<file path="src/rtl/detector_coincidence_builder_macros.svh">
// ----------------------------------------------------------------------------
// Coincidence builder assertion macros
// Concurrent assertion wrappers clocked on clk and disabled during reset.
// ----------------------------------------------------------------------------
`ifndef DETECTOR_COINCIDENCE_BUILDER_MACROS_SVH
`define DETECTOR_COINCIDENCE_BUILDER_MACROS_SVH

// Consequent checked in the same cycle as the antecedent.
`define DCB_ASSERT_SAME(label, ante, cons, msg) \
    label: assert property (@(posedge clk) disable iff (!rst_n) (ante) |-> (cons)) \
        else $error(msg);

// Consequent checked in the cycle after the antecedent.
`define DCB_ASSERT_NEXT(label, ante, cons, msg) \
    label: assert property (@(posedge clk) disable iff (!rst_n) (ante) |=> (cons)) \
        else $error(msg);

`endif

</file>
<file path="src/rtl/dcb_pkg.sv">
// ----------------------------------------------------------------------------
// Coincidence builder package
// Field widths, register reset values and the structs shared by the modules.
// ----------------------------------------------------------------------------
`timescale 1ns / 1ps
`default_nettype none

package dcb_pkg;

    localparam int NUM_DETECTORS_DEF = 10;
    localparam int DT_BITS_DEF       = 16;
    localparam int QUEUE_DEPTH       = 2;

    localparam int CH_W       = 12;
    localparam int EN_W       = 16;
    localparam int TS_W       = 48;
    localparam int CFD_W      = 16;
    localparam int TIME_W     = TS_W + 1;
    localparam int WIN_W      = 16;
    localparam int IDX_OUT_W  = 4;
    localparam int DT_OUT_W   = 16;
    localparam int CFG_IDX_W  = 3;
    localparam int CFG_DATA_W = 16;

    localparam logic [CH_W-1:0]         DET_BASE_RST = 12'd600;
    localparam logic [CH_W-1:0]         REF_A_CH_RST = 12'd403;
    localparam logic [CH_W-1:0]         REF_B_CH_RST = 12'd503;
    localparam logic signed [WIN_W-1:0] WIN_A_LO_RST = -16'sd60;
    localparam logic signed [WIN_W-1:0] WIN_A_HI_RST = -16'sd10;
    localparam logic signed [WIN_W-1:0] WIN_B_LO_RST = -16'sd60;
    localparam logic signed [WIN_W-1:0] WIN_B_HI_RST = 16'sd60;

    typedef struct packed {
        logic [CH_W-1:0]         det_base;
        logic [CH_W-1:0]         ref_a_ch;
        logic [CH_W-1:0]         ref_b_ch;
        logic signed [WIN_W-1:0] win_a_lo;
        logic signed [WIN_W-1:0] win_a_hi;
        logic signed [WIN_W-1:0] win_b_lo;
        logic signed [WIN_W-1:0] win_b_hi;
    } cfg_t;

    typedef struct packed {
        logic              det_hit;
        logic [CH_W-1:0]   det_off;
        logic              ref_a_hit;
        logic              ref_b_hit;
        logic [EN_W-1:0]   energy;
        logic [TIME_W-1:0] hit_time;
        logic              last;
    } hit_entry_t;

    typedef struct packed {
        logic [IDX_OUT_W-1:0]       det_index;
        logic [EN_W-1:0]            det_energy;
        logic                       a_present;
        logic [EN_W-1:0]            a_energy;
        logic signed [DT_OUT_W-1:0] dt_a;
        logic                       a_in_window;
        logic                       b_present;
        logic [EN_W-1:0]            b_energy;
        logic signed [DT_OUT_W-1:0] dt_b;
        logic                       b_in_window;
        logic                       last;
    } result_t;

    typedef struct packed {
        logic emitting;
        logic pop;
    } back_status_t;

endpackage

`default_nettype wire

</file>
<file path="src/rtl/detector_coincidence_builder.sv">
// ----------------------------------------------------------------------------
// Detector coincidence builder
// Collects the first hit per detector and reference channel over one event
// and emits one timing record per fired detector at the event's last hit.
//
// Hit channel: in_valid/in_stall, transfer when in_valid && !in_stall. A
// two-entry queue takes one hit per cycle; in_stall rises only when it fills.
// The capture stage drains one hit per cycle outside of emission.
// Result channel: out_valid/out_stall, held in an output register; a stalled
// record holds and the emission sequencer waits behind it.
// Config channel: cfg_valid/cfg_ready, cfg_ready is always high; write only
// while no event is in flight.
// Emission: once the capture stage takes the last hit, the sequencer visits
// the detectors in order in ST_SCAN; one that fired passes on through ST_DIFF
// and ST_EMIT, where its record is loaded into the output register. An event
// with no detector fired yields no record.
// Reset clears the capture flags and reference captures, empties the queue
// and restores the register defaults; no clearing sweep is needed.
// ----------------------------------------------------------------------------
`timescale 1ns / 1ps
`default_nettype none

`include "detector_coincidence_builder_macros.svh"

module detector_coincidence_builder #(
    parameter int NUM_DETECTORS = dcb_pkg::NUM_DETECTORS_DEF,
    parameter int DT_BITS       = dcb_pkg::DT_BITS_DEF
) (
    input  logic                                clk,
    input  logic                                rst_n,
    input  logic                                in_valid,
    output logic                                in_stall,
    input  logic [dcb_pkg::CH_W-1:0]            hit_channel,
    input  logic [dcb_pkg::EN_W-1:0]            hit_energy,
    input  logic [dcb_pkg::TS_W-1:0]            hit_timestamp,
    input  logic [dcb_pkg::CFD_W-1:0]           hit_cfd,
    input  logic                                last_hit,
    output logic                                out_valid,
    input  logic                                out_stall,
    output logic [dcb_pkg::IDX_OUT_W-1:0]       detector_index,
    output logic [dcb_pkg::EN_W-1:0]            detector_energy,
    output logic                                ref_a_present,
    output logic [dcb_pkg::EN_W-1:0]            ref_a_energy,
    output logic signed [dcb_pkg::DT_OUT_W-1:0] dt_a,
    output logic                                in_window_a,
    output logic                                ref_b_present,
    output logic [dcb_pkg::EN_W-1:0]            ref_b_energy,
    output logic signed [dcb_pkg::DT_OUT_W-1:0] dt_b,
    output logic                                in_window_b,
    output logic                                last_of_event,
    input  logic                                cfg_valid,
    output logic                                cfg_ready,
    input  logic [dcb_pkg::CFG_IDX_W-1:0]       cfg_index,
    input  logic [dcb_pkg::CFG_DATA_W-1:0]      cfg_data
);

    localparam logic [dcb_pkg::CFG_IDX_W-1:0] REG_DET_BASE = 3'd0;
    localparam logic [dcb_pkg::CFG_IDX_W-1:0] REG_REF_A_CH = 3'd1;
    localparam logic [dcb_pkg::CFG_IDX_W-1:0] REG_REF_B_CH = 3'd2;
    localparam logic [dcb_pkg::CFG_IDX_W-1:0] REG_WIN_A_LO = 3'd3;
    localparam logic [dcb_pkg::CFG_IDX_W-1:0] REG_WIN_A_HI = 3'd4;
    localparam logic [dcb_pkg::CFG_IDX_W-1:0] REG_WIN_B_LO = 3'd5;
    localparam logic [dcb_pkg::CFG_IDX_W-1:0] REG_WIN_B_HI = 3'd6;

    dcb_pkg::cfg_t         cfg_reg;
    dcb_pkg::hit_entry_t   wr_entry;
    dcb_pkg::hit_entry_t   q_data;
    dcb_pkg::result_t      result;
    dcb_pkg::back_status_t back_status;
    logic                  push;
    logic                  q_full;
    logic                  q_valid;
    logic                  pop;

    assign cfg_ready = 1'b1;

    always_ff @(posedge clk or negedge rst_n)
    begin
        if (!rst_n)
        begin
            cfg_reg.det_base <= dcb_pkg::DET_BASE_RST;
            cfg_reg.ref_a_ch <= dcb_pkg::REF_A_CH_RST;
            cfg_reg.ref_b_ch <= dcb_pkg::REF_B_CH_RST;
            cfg_reg.win_a_lo <= dcb_pkg::WIN_A_LO_RST;
            cfg_reg.win_a_hi <= dcb_pkg::WIN_A_HI_RST;
            cfg_reg.win_b_lo <= dcb_pkg::WIN_B_LO_RST;
            cfg_reg.win_b_hi <= dcb_pkg::WIN_B_HI_RST;
        end
        else if (cfg_valid && cfg_ready)
        begin
            unique case (cfg_index)
                REG_DET_BASE: cfg_reg.det_base <= cfg_data[dcb_pkg::CH_W-1:0];
                REG_REF_A_CH: cfg_reg.ref_a_ch <= cfg_data[dcb_pkg::CH_W-1:0];
                REG_REF_B_CH: cfg_reg.ref_b_ch <= cfg_data[dcb_pkg::CH_W-1:0];
                REG_WIN_A_LO: cfg_reg.win_a_lo <= $signed(cfg_data);
                REG_WIN_A_HI: cfg_reg.win_a_hi <= $signed(cfg_data);
                REG_WIN_B_LO: cfg_reg.win_b_lo <= $signed(cfg_data);
                REG_WIN_B_HI: cfg_reg.win_b_hi <= $signed(cfg_data);
                default:
                begin
                end
            endcase
        end
    end

    dcb_front #(
        .NUM_DETECTORS (NUM_DETECTORS)
    ) u_front (
        .cfg           (cfg_reg),
        .in_valid      (in_valid),
        .in_stall      (in_stall),
        .hit_channel   (hit_channel),
        .hit_energy    (hit_energy),
        .hit_timestamp (hit_timestamp),
        .hit_cfd       (hit_cfd),
        .last_hit      (last_hit),
        .q_full        (q_full),
        .push          (push),
        .entry         (wr_entry)
    );

    dcb_queue u_queue (
        .clk     (clk),
        .rst_n   (rst_n),
        .push    (push),
        .wr_data (wr_entry),
        .full    (q_full),
        .q_valid (q_valid),
        .pop     (pop),
        .rd_data (q_data)
    );

    dcb_back #(
        .NUM_DETECTORS (NUM_DETECTORS),
        .DT_BITS       (DT_BITS)
    ) u_back (
        .clk       (clk),
        .rst_n     (rst_n),
        .cfg       (cfg_reg),
        .q_valid   (q_valid),
        .q_data    (q_data),
        .pop       (pop),
        .res_valid (out_valid),
        .res_stall (out_stall),
        .result    (result),
        .status    (back_status)
    );

    assign detector_index  = result.det_index;
    assign detector_energy = result.det_energy;
    assign ref_a_present   = result.a_present;
    assign ref_a_energy    = result.a_energy;
    assign dt_a            = result.dt_a;
    assign in_window_a     = result.a_in_window;
    assign ref_b_present   = result.b_present;
    assign ref_b_energy    = result.b_energy;
    assign dt_b            = result.dt_b;
    assign in_window_b     = result.b_in_window;
    assign last_of_event   = result.last;

    `DCB_ASSERT_SAME(a_no_pop_while_emitting, back_status.emitting, !back_status.pop, "hit taken during emission")
    `DCB_ASSERT_NEXT(a_last_hit_starts_scan, back_status.pop && q_data.last, back_status.emitting, "last hit did not start emission")
    `DCB_ASSERT_SAME(a_open_event_keeps_emitting, out_valid && !last_of_event, back_status.emitting, "event closed before its last record")
    `DCB_ASSERT_SAME(a_record_from_sequencer, $rose(out_valid), $past(back_status.emitting), "record loaded outside emission")

endmodule

`default_nettype wire

</file>
<file path="src/rtl/dcb_front.sv">
// ----------------------------------------------------------------------------
// Coincidence builder front end
// Accepts hits, forms the corrected time and classifies the channel.
// ----------------------------------------------------------------------------
`timescale 1ns / 1ps
`default_nettype none

module dcb_front #(
    parameter int NUM_DETECTORS = dcb_pkg::NUM_DETECTORS_DEF
) (
    input  dcb_pkg::cfg_t                cfg,
    input  logic                         in_valid,
    output logic                         in_stall,
    input  logic [dcb_pkg::CH_W-1:0]     hit_channel,
    input  logic [dcb_pkg::EN_W-1:0]     hit_energy,
    input  logic [dcb_pkg::TS_W-1:0]     hit_timestamp,
    input  logic [dcb_pkg::CFD_W-1:0]    hit_cfd,
    input  logic                         last_hit,
    input  logic                         q_full,
    output logic                         push,
    output dcb_pkg::hit_entry_t          entry
);

    localparam logic [dcb_pkg::CH_W:0] NUM_DET_LIM = (dcb_pkg::CH_W + 1)'(NUM_DETECTORS);

    logic [dcb_pkg::CH_W-1:0] offset;

    assign in_stall = q_full;
    assign push     = in_valid && !q_full;
    assign offset   = hit_channel - cfg.det_base;

    always_comb
    begin
        entry.det_hit   = (hit_channel >= cfg.det_base) && ({1'b0, offset} < NUM_DET_LIM);
        entry.det_off   = offset;
        entry.ref_a_hit = (hit_channel == cfg.ref_a_ch);
        entry.ref_b_hit = (hit_channel == cfg.ref_b_ch);
        entry.energy    = hit_energy;
        entry.hit_time  = {1'b0, hit_timestamp}
                        + {{(dcb_pkg::TIME_W - dcb_pkg::CFD_W){1'b0}}, hit_cfd};
        entry.last      = last_hit;
    end

endmodule

`default_nettype wire

</file>
<file path="src/rtl/dcb_queue.sv">
// ----------------------------------------------------------------------------
// Coincidence builder hit queue
// Short FIFO of classified hits between the front end and the back end.
// ----------------------------------------------------------------------------
`timescale 1ns / 1ps
`default_nettype none

module dcb_queue (
    input  logic                clk,
    input  logic                rst_n,
    input  logic                push,
    input  dcb_pkg::hit_entry_t wr_data,
    output logic                full,
    output logic                q_valid,
    input  logic                pop,
    output dcb_pkg::hit_entry_t rd_data
);

    localparam int DEPTH = dcb_pkg::QUEUE_DEPTH;
    localparam int PTR_W = (DEPTH > 1) ? $clog2(DEPTH) : 1;
    localparam int CNT_W = $clog2(DEPTH + 1);
    localparam logic [PTR_W-1:0] LAST_PTR = PTR_W'(DEPTH - 1);
    localparam logic [CNT_W-1:0] FULL_CNT = CNT_W'(DEPTH);

    dcb_pkg::hit_entry_t entry_reg [DEPTH];
    logic [PTR_W-1:0]    wr_ptr_reg;
    logic [PTR_W-1:0]    rd_ptr_reg;
    logic [CNT_W-1:0]    count_reg;

    assign full    = (count_reg == FULL_CNT);
    assign q_valid = (count_reg != '0);
    assign rd_data = entry_reg[rd_ptr_reg];

    always_ff @(posedge clk or negedge rst_n)
    begin
        if (!rst_n)
        begin
            wr_ptr_reg <= '0;
            rd_ptr_reg <= '0;
            count_reg  <= '0;
        end
        else
        begin
            if (push)
            begin
                wr_ptr_reg <= (wr_ptr_reg == LAST_PTR) ? '0 : wr_ptr_reg + 1'b1;
            end
            if (pop)
            begin
                rd_ptr_reg <= (rd_ptr_reg == LAST_PTR) ? '0 : rd_ptr_reg + 1'b1;
            end
            if (push && !pop)
            begin
                count_reg <= count_reg + 1'b1;
            end
            else if (pop && !push)
            begin
                count_reg <= count_reg - 1'b1;
            end
        end
    end

    always_ff @(posedge clk)
    begin
        if (push)
        begin
            entry_reg[wr_ptr_reg] <= wr_data;
        end
    end

endmodule

`default_nettype wire

</file>
<file path="src/rtl/dcb_back.sv">
// ----------------------------------------------------------------------------
// Coincidence builder back end
// Captures first hits per channel, then scans detectors and emits records.
// ----------------------------------------------------------------------------
`timescale 1ns / 1ps
`default_nettype none

module dcb_back #(
    parameter int NUM_DETECTORS = dcb_pkg::NUM_DETECTORS_DEF,
    parameter int DT_BITS       = dcb_pkg::DT_BITS_DEF
) (
    input  logic                  clk,
    input  logic                  rst_n,
    input  dcb_pkg::cfg_t         cfg,
    input  logic                  q_valid,
    input  dcb_pkg::hit_entry_t   q_data,
    output logic                  pop,
    output logic                  res_valid,
    input  logic                  res_stall,
    output dcb_pkg::result_t      result,
    output dcb_pkg::back_status_t status
);

    localparam int IDX_W  = (NUM_DETECTORS > 1) ? $clog2(NUM_DETECTORS) : 1;
    localparam int DIFF_W = dcb_pkg::TIME_W + 1;
    localparam int EN_W   = dcb_pkg::EN_W;
    localparam int TIME_W = dcb_pkg::TIME_W;
    localparam int WIN_W  = dcb_pkg::WIN_W;
    localparam int OUT_W  = dcb_pkg::DT_OUT_W;
    localparam logic [IDX_W-1:0]         LAST_IDX = IDX_W'(NUM_DETECTORS - 1);
    localparam logic [NUM_DETECTORS-1:0] BIT0     = NUM_DETECTORS'(1);
    localparam logic signed [DIFF_W-1:0] DT_MAX   = (DIFF_W'(1) <<< (DT_BITS - 1)) - DIFF_W'(1);
    localparam logic signed [DIFF_W-1:0] DT_MIN   = ~DT_MAX;

    typedef enum logic [1:0] {
        ST_CAPTURE,
        ST_SCAN,
        ST_DIFF,
        ST_EMIT
    } state_t;

    state_t                     state_reg;
    logic [IDX_W-1:0]           idx_reg;
    logic [NUM_DETECTORS-1:0]   det_valid_reg;
    logic [EN_W-1:0]            det_energy_reg [NUM_DETECTORS];
    logic [TIME_W-1:0]          det_time_reg   [NUM_DETECTORS];
    logic [EN_W-1:0]            rd_energy_reg;
    logic [TIME_W-1:0]          rd_time_reg;
    logic                       ref_a_valid_reg;
    logic [EN_W-1:0]            ref_a_energy_reg;
    logic [TIME_W-1:0]          ref_a_time_reg;
    logic                       ref_b_valid_reg;
    logic [EN_W-1:0]            ref_b_energy_reg;
    logic [TIME_W-1:0]          ref_b_time_reg;
    logic signed [DIFF_W-1:0]   dt_a_full_reg;
    logic signed [DIFF_W-1:0]   dt_b_full_reg;
    logic                       res_valid_reg;
    dcb_pkg::result_t           res_reg;

    logic                       out_free;
    logic                       det_write;
    logic [IDX_W-1:0]           cap_idx;
    logic [NUM_DETECTORS-1:0]   remaining;
    logic                       pres_a;
    logic                       pres_b;
    logic                       win_a;
    logic                       win_b;
    logic signed [DIFF_W-1:0]   win_a_lo;
    logic signed [DIFF_W-1:0]   win_a_hi;
    logic signed [DIFF_W-1:0]   win_b_lo;
    logic signed [DIFF_W-1:0]   win_b_hi;
    logic [IDX_W+dcb_pkg::IDX_OUT_W-1:0] idx_ext;

    function automatic logic [OUT_W-1:0] sat_dt(input logic signed [DIFF_W-1:0] d);
        logic [DT_BITS-1:0]       s;
        logic [DT_BITS+OUT_W-1:0] e;
        if (d > DT_MAX)
        begin
            s = DT_MAX[DT_BITS-1:0];
        end
        else if (d < DT_MIN)
        begin
            s = DT_MIN[DT_BITS-1:0];
        end
        else
        begin
            s = d[DT_BITS-1:0];
        end
        e = {{OUT_W{1'b0}}, s};
        return e[OUT_W-1:0];
    endfunction

    assign pop       = q_valid && (state_reg == ST_CAPTURE);
    assign out_free  = !res_valid_reg || !res_stall;
    assign cap_idx   = q_data.det_off[IDX_W-1:0];
    assign det_write = pop && q_data.det_hit && !det_valid_reg[cap_idx];
    assign remaining = det_valid_reg & ~(BIT0 << idx_reg);
    assign pres_a    = ref_a_valid_reg && (ref_a_energy_reg != '0);
    assign pres_b    = ref_b_valid_reg && (ref_b_energy_reg != '0);
    assign win_a_lo  = $signed({{(DIFF_W - WIN_W){cfg.win_a_lo[WIN_W-1]}}, cfg.win_a_lo});
    assign win_a_hi  = $signed({{(DIFF_W - WIN_W){cfg.win_a_hi[WIN_W-1]}}, cfg.win_a_hi});
    assign win_b_lo  = $signed({{(DIFF_W - WIN_W){cfg.win_b_lo[WIN_W-1]}}, cfg.win_b_lo});
    assign win_b_hi  = $signed({{(DIFF_W - WIN_W){cfg.win_b_hi[WIN_W-1]}}, cfg.win_b_hi});
    assign win_a     = pres_a && (dt_a_full_reg >= win_a_lo) && (dt_a_full_reg <= win_a_hi);
    assign win_b     = pres_b && (dt_b_full_reg >= win_b_lo) && (dt_b_full_reg <= win_b_hi);
    assign idx_ext   = {{dcb_pkg::IDX_OUT_W{1'b0}}, idx_reg};

    assign res_valid       = res_valid_reg;
    assign result          = res_reg;
    assign status.emitting = (state_reg != ST_CAPTURE);
    assign status.pop      = pop;

    always_ff @(posedge clk or negedge rst_n)
    begin
        if (!rst_n)
        begin
            state_reg        <= ST_CAPTURE;
            idx_reg          <= '0;
            det_valid_reg    <= '0;
            ref_a_valid_reg  <= 1'b0;
            ref_a_energy_reg <= '0;
            ref_a_time_reg   <= '0;
            ref_b_valid_reg  <= 1'b0;
            ref_b_energy_reg <= '0;
            ref_b_time_reg   <= '0;
            dt_a_full_reg    <= '0;
            dt_b_full_reg    <= '0;
            res_valid_reg    <= 1'b0;
            res_reg          <= '0;
        end
        else
        begin
            if (res_valid_reg && !res_stall)
            begin
                res_valid_reg <= 1'b0;
            end
            unique case (state_reg)
                ST_CAPTURE:
                begin
                    if (pop)
                    begin
                        if (det_write)
                        begin
                            det_valid_reg[cap_idx] <= 1'b1;
                        end
                        if (q_data.ref_a_hit && !ref_a_valid_reg)
                        begin
                            ref_a_valid_reg  <= 1'b1;
                            ref_a_energy_reg <= q_data.energy;
                            ref_a_time_reg   <= q_data.hit_time;
                        end
                        if (q_data.ref_b_hit && !ref_b_valid_reg)
                        begin
                            ref_b_valid_reg  <= 1'b1;
                            ref_b_energy_reg <= q_data.energy;
                            ref_b_time_reg   <= q_data.hit_time;
                        end
                        if (q_data.last)
                        begin
                            state_reg <= ST_SCAN;
                            idx_reg   <= '0;
                        end
                    end
                end
                ST_SCAN:
                begin
                    if (det_valid_reg[idx_reg])
                    begin
                        state_reg <= ST_DIFF;
                    end
                    else if (idx_reg == LAST_IDX)
                    begin
                        state_reg        <= ST_CAPTURE;
                        ref_a_valid_reg  <= 1'b0;
                        ref_a_energy_reg <= '0;
                        ref_a_time_reg   <= '0;
                        ref_b_valid_reg  <= 1'b0;
                        ref_b_energy_reg <= '0;
                        ref_b_time_reg   <= '0;
                    end
                    else
                    begin
                        idx_reg <= idx_reg + 1'b1;
                    end
                end
                ST_DIFF:
                begin
                    dt_a_full_reg <= $signed({1'b0, ref_a_time_reg}) - $signed({1'b0, rd_time_reg});
                    dt_b_full_reg <= $signed({1'b0, ref_b_time_reg}) - $signed({1'b0, rd_time_reg});
                    state_reg     <= ST_EMIT;
                end
                ST_EMIT:
                begin
                    if (out_free)
                    begin
                        res_valid_reg          <= 1'b1;
                        res_reg.det_index      <= idx_ext[dcb_pkg::IDX_OUT_W-1:0];
                        res_reg.det_energy     <= rd_energy_reg;
                        res_reg.a_present      <= pres_a;
                        res_reg.a_energy       <= ref_a_energy_reg;
                        res_reg.dt_a           <= pres_a ? sat_dt(dt_a_full_reg) : '0;
                        res_reg.a_in_window    <= win_a;
                        res_reg.b_present      <= pres_b;
                        res_reg.b_energy       <= ref_b_energy_reg;
                        res_reg.dt_b           <= pres_b ? sat_dt(dt_b_full_reg) : '0;
                        res_reg.b_in_window    <= win_b;
                        res_reg.last           <= (remaining == '0);
                        det_valid_reg[idx_reg] <= 1'b0;
                        if (remaining == '0)
                        begin
                            state_reg        <= ST_CAPTURE;
                            ref_a_valid_reg  <= 1'b0;
                            ref_a_energy_reg <= '0;
                            ref_a_time_reg   <= '0;
                            ref_b_valid_reg  <= 1'b0;
                            ref_b_energy_reg <= '0;
                            ref_b_time_reg   <= '0;
                        end
                        else
                        begin
                            state_reg <= ST_SCAN;
                            idx_reg   <= idx_reg + 1'b1;
                        end
                    end
                end
                default:
                begin
                    state_reg <= ST_CAPTURE;
                end
            endcase
        end
    end

    always_ff @(posedge clk)
    begin
        if (det_write)
        begin
            det_energy_reg[cap_idx] <= q_data.energy;
            det_time_reg[cap_idx]   <= q_data.hit_time;
        end
        if (state_reg == ST_SCAN)
        begin
            rd_energy_reg <= det_energy_reg[idx_reg];
            rd_time_reg   <= det_time_reg[idx_reg];
        end
    end

endmodule

`default_nettype wire

</file>
<file path="config.mk">
export PLATFORM = sky130hd
export DESIGN_NAME = detector_coincidence_builder
export DESIGN_NICKNAME = d
export VERILOG_FILES = /design/src/rtl/dcb_pkg.sv /design/src/rtl/detector_coincidence_builder.sv /design/src/rtl/dcb_front.sv /design/src/rtl/dcb_queue.sv /design/src/rtl/dcb_back.sv
export VERILOG_INCLUDE_DIRS = /design/src /design/src/rtl
export SDC_FILE = /design/constraint.sdc
export NUM_CORES = 2
export LEC_CHECK = 0
export BUFFER_PORTS_ARGS = -buffer_cell sky130_fd_sc_hd__buf_2
export CELL_PAD_IN_SITES_DETAIL_PLACEMENT = 0
export CELL_PAD_IN_SITES_GLOBAL_PLACEMENT = 2
export CORE_ASPECT_RATIO = 0.9
export CORE_MARGIN = 2
export CORE_UTILIZATION = 25
export DETAILED_ROUTE_END_ITERATION = 8
export HOLD_SLACK_MARGIN = 0.03
export PLACE_DENSITY_LB_ADDON = 0.08
export SYNTH_ARGS = -nofsm -noshare
export SYNTH_HDL_FRONTEND = slang
export SYNTH_SLANG_ARGS = --single-unit
</file>
<file path="constraint.sdc">
create_clock -name clk -period 17 [get_ports clk]
set_input_delay 2.55 -clock clk [delete_from_list [all_inputs] [get_ports clk]]
set_output_delay 2.55 -clock clk [all_outputs]
set_load 0.02 [all_outputs]
</file>
==> impl_metrics.sql <==
INSERT INTO impl_metrics (metric_group, metric, value, unit) VALUES
('layout', 'layout.nets', '5419', ''),
('clock_network', 'ctsResizeCount', '0', ''),
('worst_setup_path', 'rr_worst_depth', '11', ''),
('routing', 'routed_wl', '198', 'mm'),
('power_and_ir_drop', 'peakVddDrop', '97.8', 'uV'),
('synth', 'yosys.area_share.simple', '9.15', '%'),
('synth', 'postSynth.asyncResetShare', '33.9', '%'),
('worst_setup_path', 'critical_path_class', 'flip-flop to flip-flop', ''),
('worst_setup_path', 'worstReg2RegEnd', 'u_back.ref_a_time_reg[44]$_DFFE_PN0P_', ''),
('placed_design', 'placed_insts', '8129', ''),
('power_and_ir_drop', 'power.leakage', '0.0282', 'uW'),
('clock_network', 'cts_buffer_depth', '3', ''),
('routing', 'ant_nets', '0', ''),
('synth', 'synth_edf_count', '861', ''),
('worst_setup_path', 'critPathTopFamily', 'buffers and inverters', ''),
('grt', 'maximum_number_of_pins_on_one_net_before_global_route_repair', '144', ''),
('worst_setup_path', 'end_kind', 'flip-flop', ''),
('synth', 'synth_fa_ha_area_share', '6.84', '%'),
('synth', 'dominant_cell_type_by_area_after_synthesis', 'sky130_fd_sc_hd__edfxtp_1', ''),
('grt', 'grt_pass1_wl', '290', 'mm'),
('synth', 'synthesis.yosys.warnings', '0', ''),
('worst_setup_path', 'cp.depth', '11', ''),
('clock_network', 'postCtsHoldBufs', '0', ''),
('layout', 'fillerInstances', '25160', ''),
('synth', 'synth.ff_latch_count', '1303', ''),
('sta', 'worst_hold_slack_across_all_endpoints', '0.439', 'ns'),
('clock_network', 'clk_transition_reported_paths', '0.06', 'ns'),
('routing', 'drt_first_iter_violations', '2295', ''),
('synth', 'ys_types', '90', ''),
('worst_setup_path', 'cpPeakStageDelay', '0.91', 'ns'),
('run_status', 'outcome', 'finished, final reports clean', ''),
('placed_design', 'placedInstanceArea', '67100', 'um^2'),
('layout', 'layout-area-overhead-vs-synth', '16.7', '%'),
('synth', 'synth-main-ff-cell', 'sky130_fd_sc_hd__edfxtp_1', ''),
('synth', 'post_synth.cell_area_avg', '13.1', 'um^2'),
('hold_path', 'worst_hold_path_type', 'flip-flop to flip-flop', ''),
('floorplanning', 'cell_rows', '173', ''),
('grt', 'grt_overflow', '0', ''),
('synth', 'most_instantiated_cells_after_synthesis', 'sky130_fd_sc_hd__edfxtp_1 (861), sky130_fd_sc_hd__nand2_1 (565), sky130_fd_sc_hd__dfrtp_1 (385)', ''),
('grt', 'grt_pass1_vias', '39625', ''),
('layout', 'finalInstanceArea', '72400', 'um^2'),
('sta', 'period_needed', '5.28', 'ns'),
('grt', 'antenna_violations_before_repair', '19', ''),
('clock_network', 'cts_sinks', '1303', ''),
('clock_network', 'post-cts-setup-buffer-count', '0', ''),
('sta', 'finalHoldViolations', '0', ''),
('worst_setup_path', 'critPathLaunchType', 'flip-flop', ''),
('floorplanning', 'floorplan.initialDensity', '25.1', '%'),
('clock_network', 'h_tree_lvls', '4', ''),
('routing', 'drt_pre_antenna_iters', '5', ''),
('worst_setup_path', 'worst-endpoint-arrival', '5.89', 'ns'),
('run', 'max_cap_violations', '0', ''),
('synth', 'synthXorXnorAreaFrac', '2.31', '%'),
('floorplanning', 'chipWidth', '529', 'um'),
('placed_design', 'dp_hpwl', '138', 'mm'),
('routing', 'viasPerCell', '4.57', ''),
('floorplanning', 'placeableCoreArea', '247000', 'um^2'),
('worst_setup_path', 'timing.critical_path.cells', 'buf_4 -> ha_1 -> ha_1 -> o221ai_1 -> a221oi_1 -> and4_1 -> o21bai_1 -> nand3b_1 -> nor2_4 -> buf_4 -> mux2_2', ''),
('sta', 'grt_setup_unrepaired', 'false', ''),
('clock_network', 'clock_latency_on_the_worst_skew_pair', '0.81', 'ns'),
('worst_setup_path', 'rr_startpoint', 'u_back.idx_reg[1]$_DFFE_PN0P_', ''),
('layout', 'layoutNonFillerInstCount', '8427', ''),
('worst_setup_path', 'critPathSlowestCell', 'sky130_fd_sc_hd__dfrtp_4', ''),
('synth', 'synth.area.top_cells', 'sky130_fd_sc_hd__edfxtp_1 (42%), sky130_fd_sc_hd__dfrtp_1 (16%), sky130_fd_sc_hd__ha_1 (6.7%)', ''),
('synth', 'post_synth_instance_area', '62100', 'um^2'),
('routing', 'detail_route.drc_violations', '0', ''),
('layout', 'max_ffs_per_register', '490', ''),
('worst_setup_path', 'reg2reg_setup_slack', '11.72', 'ns'),
('worst_setup_path', 'critical_path_required', '17.60', 'ns'),
('synth', 'synth_cells', '4739', ''),
('synth', 'main_combinational_cell_family_by_area_after_synthesis', 'multiplexers', '');
-- final cells by class --
type	instances	area (um^2)	area share (%)
repair buffers	271	1550	2.14
diodes	8	20.0	0.0276
multi-input cells	3042	23700	32.7
clock buffers	223	4420	6.10
inverters	188	709	0.979
clock inverters	67	900	1.24
well taps	3325	4160	5.74
flip-flops and latches	1303	37000	51.1
-- stage by stage --
| stage | utilization [%] | power [uW] |
|---|---|---|
| 4_1_cts | 29.3 | 14000 |
| 6_report | 29.3 | 13800 |
| 2_1_floorplan | - | 8270 |
| 3_5_place_dp | 27.2 | 10500 |
| 3_3_place_gp | 27.2 | 10500 |
| 5_1_grt | 29.3 | 14700 |
-- worst reg2reg max path: stages, from the launching register on --
cell,delay [ns]
sky130_fd_sc_hd__dfrtp_4,0.91
sky130_fd_sc_hd__buf_4,0.80
sky130_fd_sc_hd__ha_1,0.43
sky130_fd_sc_hd__ha_1,0.18
sky130_fd_sc_hd__o221ai_1,0.16
sky130_fd_sc_hd__a221oi_1,0.22
sky130_fd_sc_hd__and4_1,0.31
sky130_fd_sc_hd__o21bai_1,0.11
sky130_fd_sc_hd__nand3b_1,0.28
sky130_fd_sc_hd__nor2_4,0.50
sky130_fd_sc_hd__buf_4,0.68
sky130_fd_sc_hd__mux2_2,0.52
-- cell usage in the layout, fill, tap and decap left out, drive strengths merged, types with 133 or more instances in the layout --
cell and count:
buf 271, edfxtp 861, o21ai 255, mux4 133
nand2 565, a21o 153, inv 193, clkbuf 223
dfrtp 385, a21oi 208, mux2 268, ha 333
-- power breakdown --
part / leakage [uW] / internal [uW] / switching [uW]
Combinational: 0.0122 / 1940 / 3540
Sequential: 0.0134 / 4280 / 540
Clock: 0.00257 / 2030 / 1420
-- per-layer routing --
| metal | wire length [um] | track usage (%) | share of wire (%) | up-vias |
|---|---|---|---|---|
| li1 | - | - | - | 18296 |
| met1 | 107000 | 24.7 | 54 | 19526 |
| met2 | 82100 | 22.4 | 41 | 530 |
| met3 | 6130 | 2.22 | 3.1 | 191 |
| met4 | 2860 | 2.85 | 1.4 | 0 |
| met5 | 0 | 0 | 0 | - |
-- cell families (layout without fill, tap and decap cells) --
family,after synthesis,after routing
flip-flops,1303,1303
AO/OA/AOI/OAI,949,949
adder cells (fa/ha/maj),337,337
XOR/XNOR,164,164
AND/OR/NAND/NOR,1180,1180
other,1,9
buffers and inverters,394,749
multiplexers,411,411
-- worst min-delay path by stage --
stage                                         end                                from  depth (start not counted)
global placement    u_back.result[82]$_DFFE_PN0P_  u_back.rd_energy_reg[13]$_DFFE_PP_                          2
finish              u_back.result[74]$_DFFE_PN0P_   u_back.rd_energy_reg[5]$_DFFE_PP_                          2
CTS                 u_back.result[74]$_DFFE_PN0P_   u_back.rd_energy_reg[5]$_DFFE_PP_                          2
floorplan           u_back.result[69]$_DFFE_PN0P_   u_back.rd_energy_reg[0]$_DFFE_PP_                          2
global route        u_back.result[72]$_DFFE_PN0P_   u_back.rd_energy_reg[3]$_DFFE_PP_                          2
detailed placement  u_back.result[74]$_DFFE_PN0P_   u_back.rd_energy_reg[5]$_DFFE_PP_                          2
Note: power is estimated with default switching activity, not from simulation.
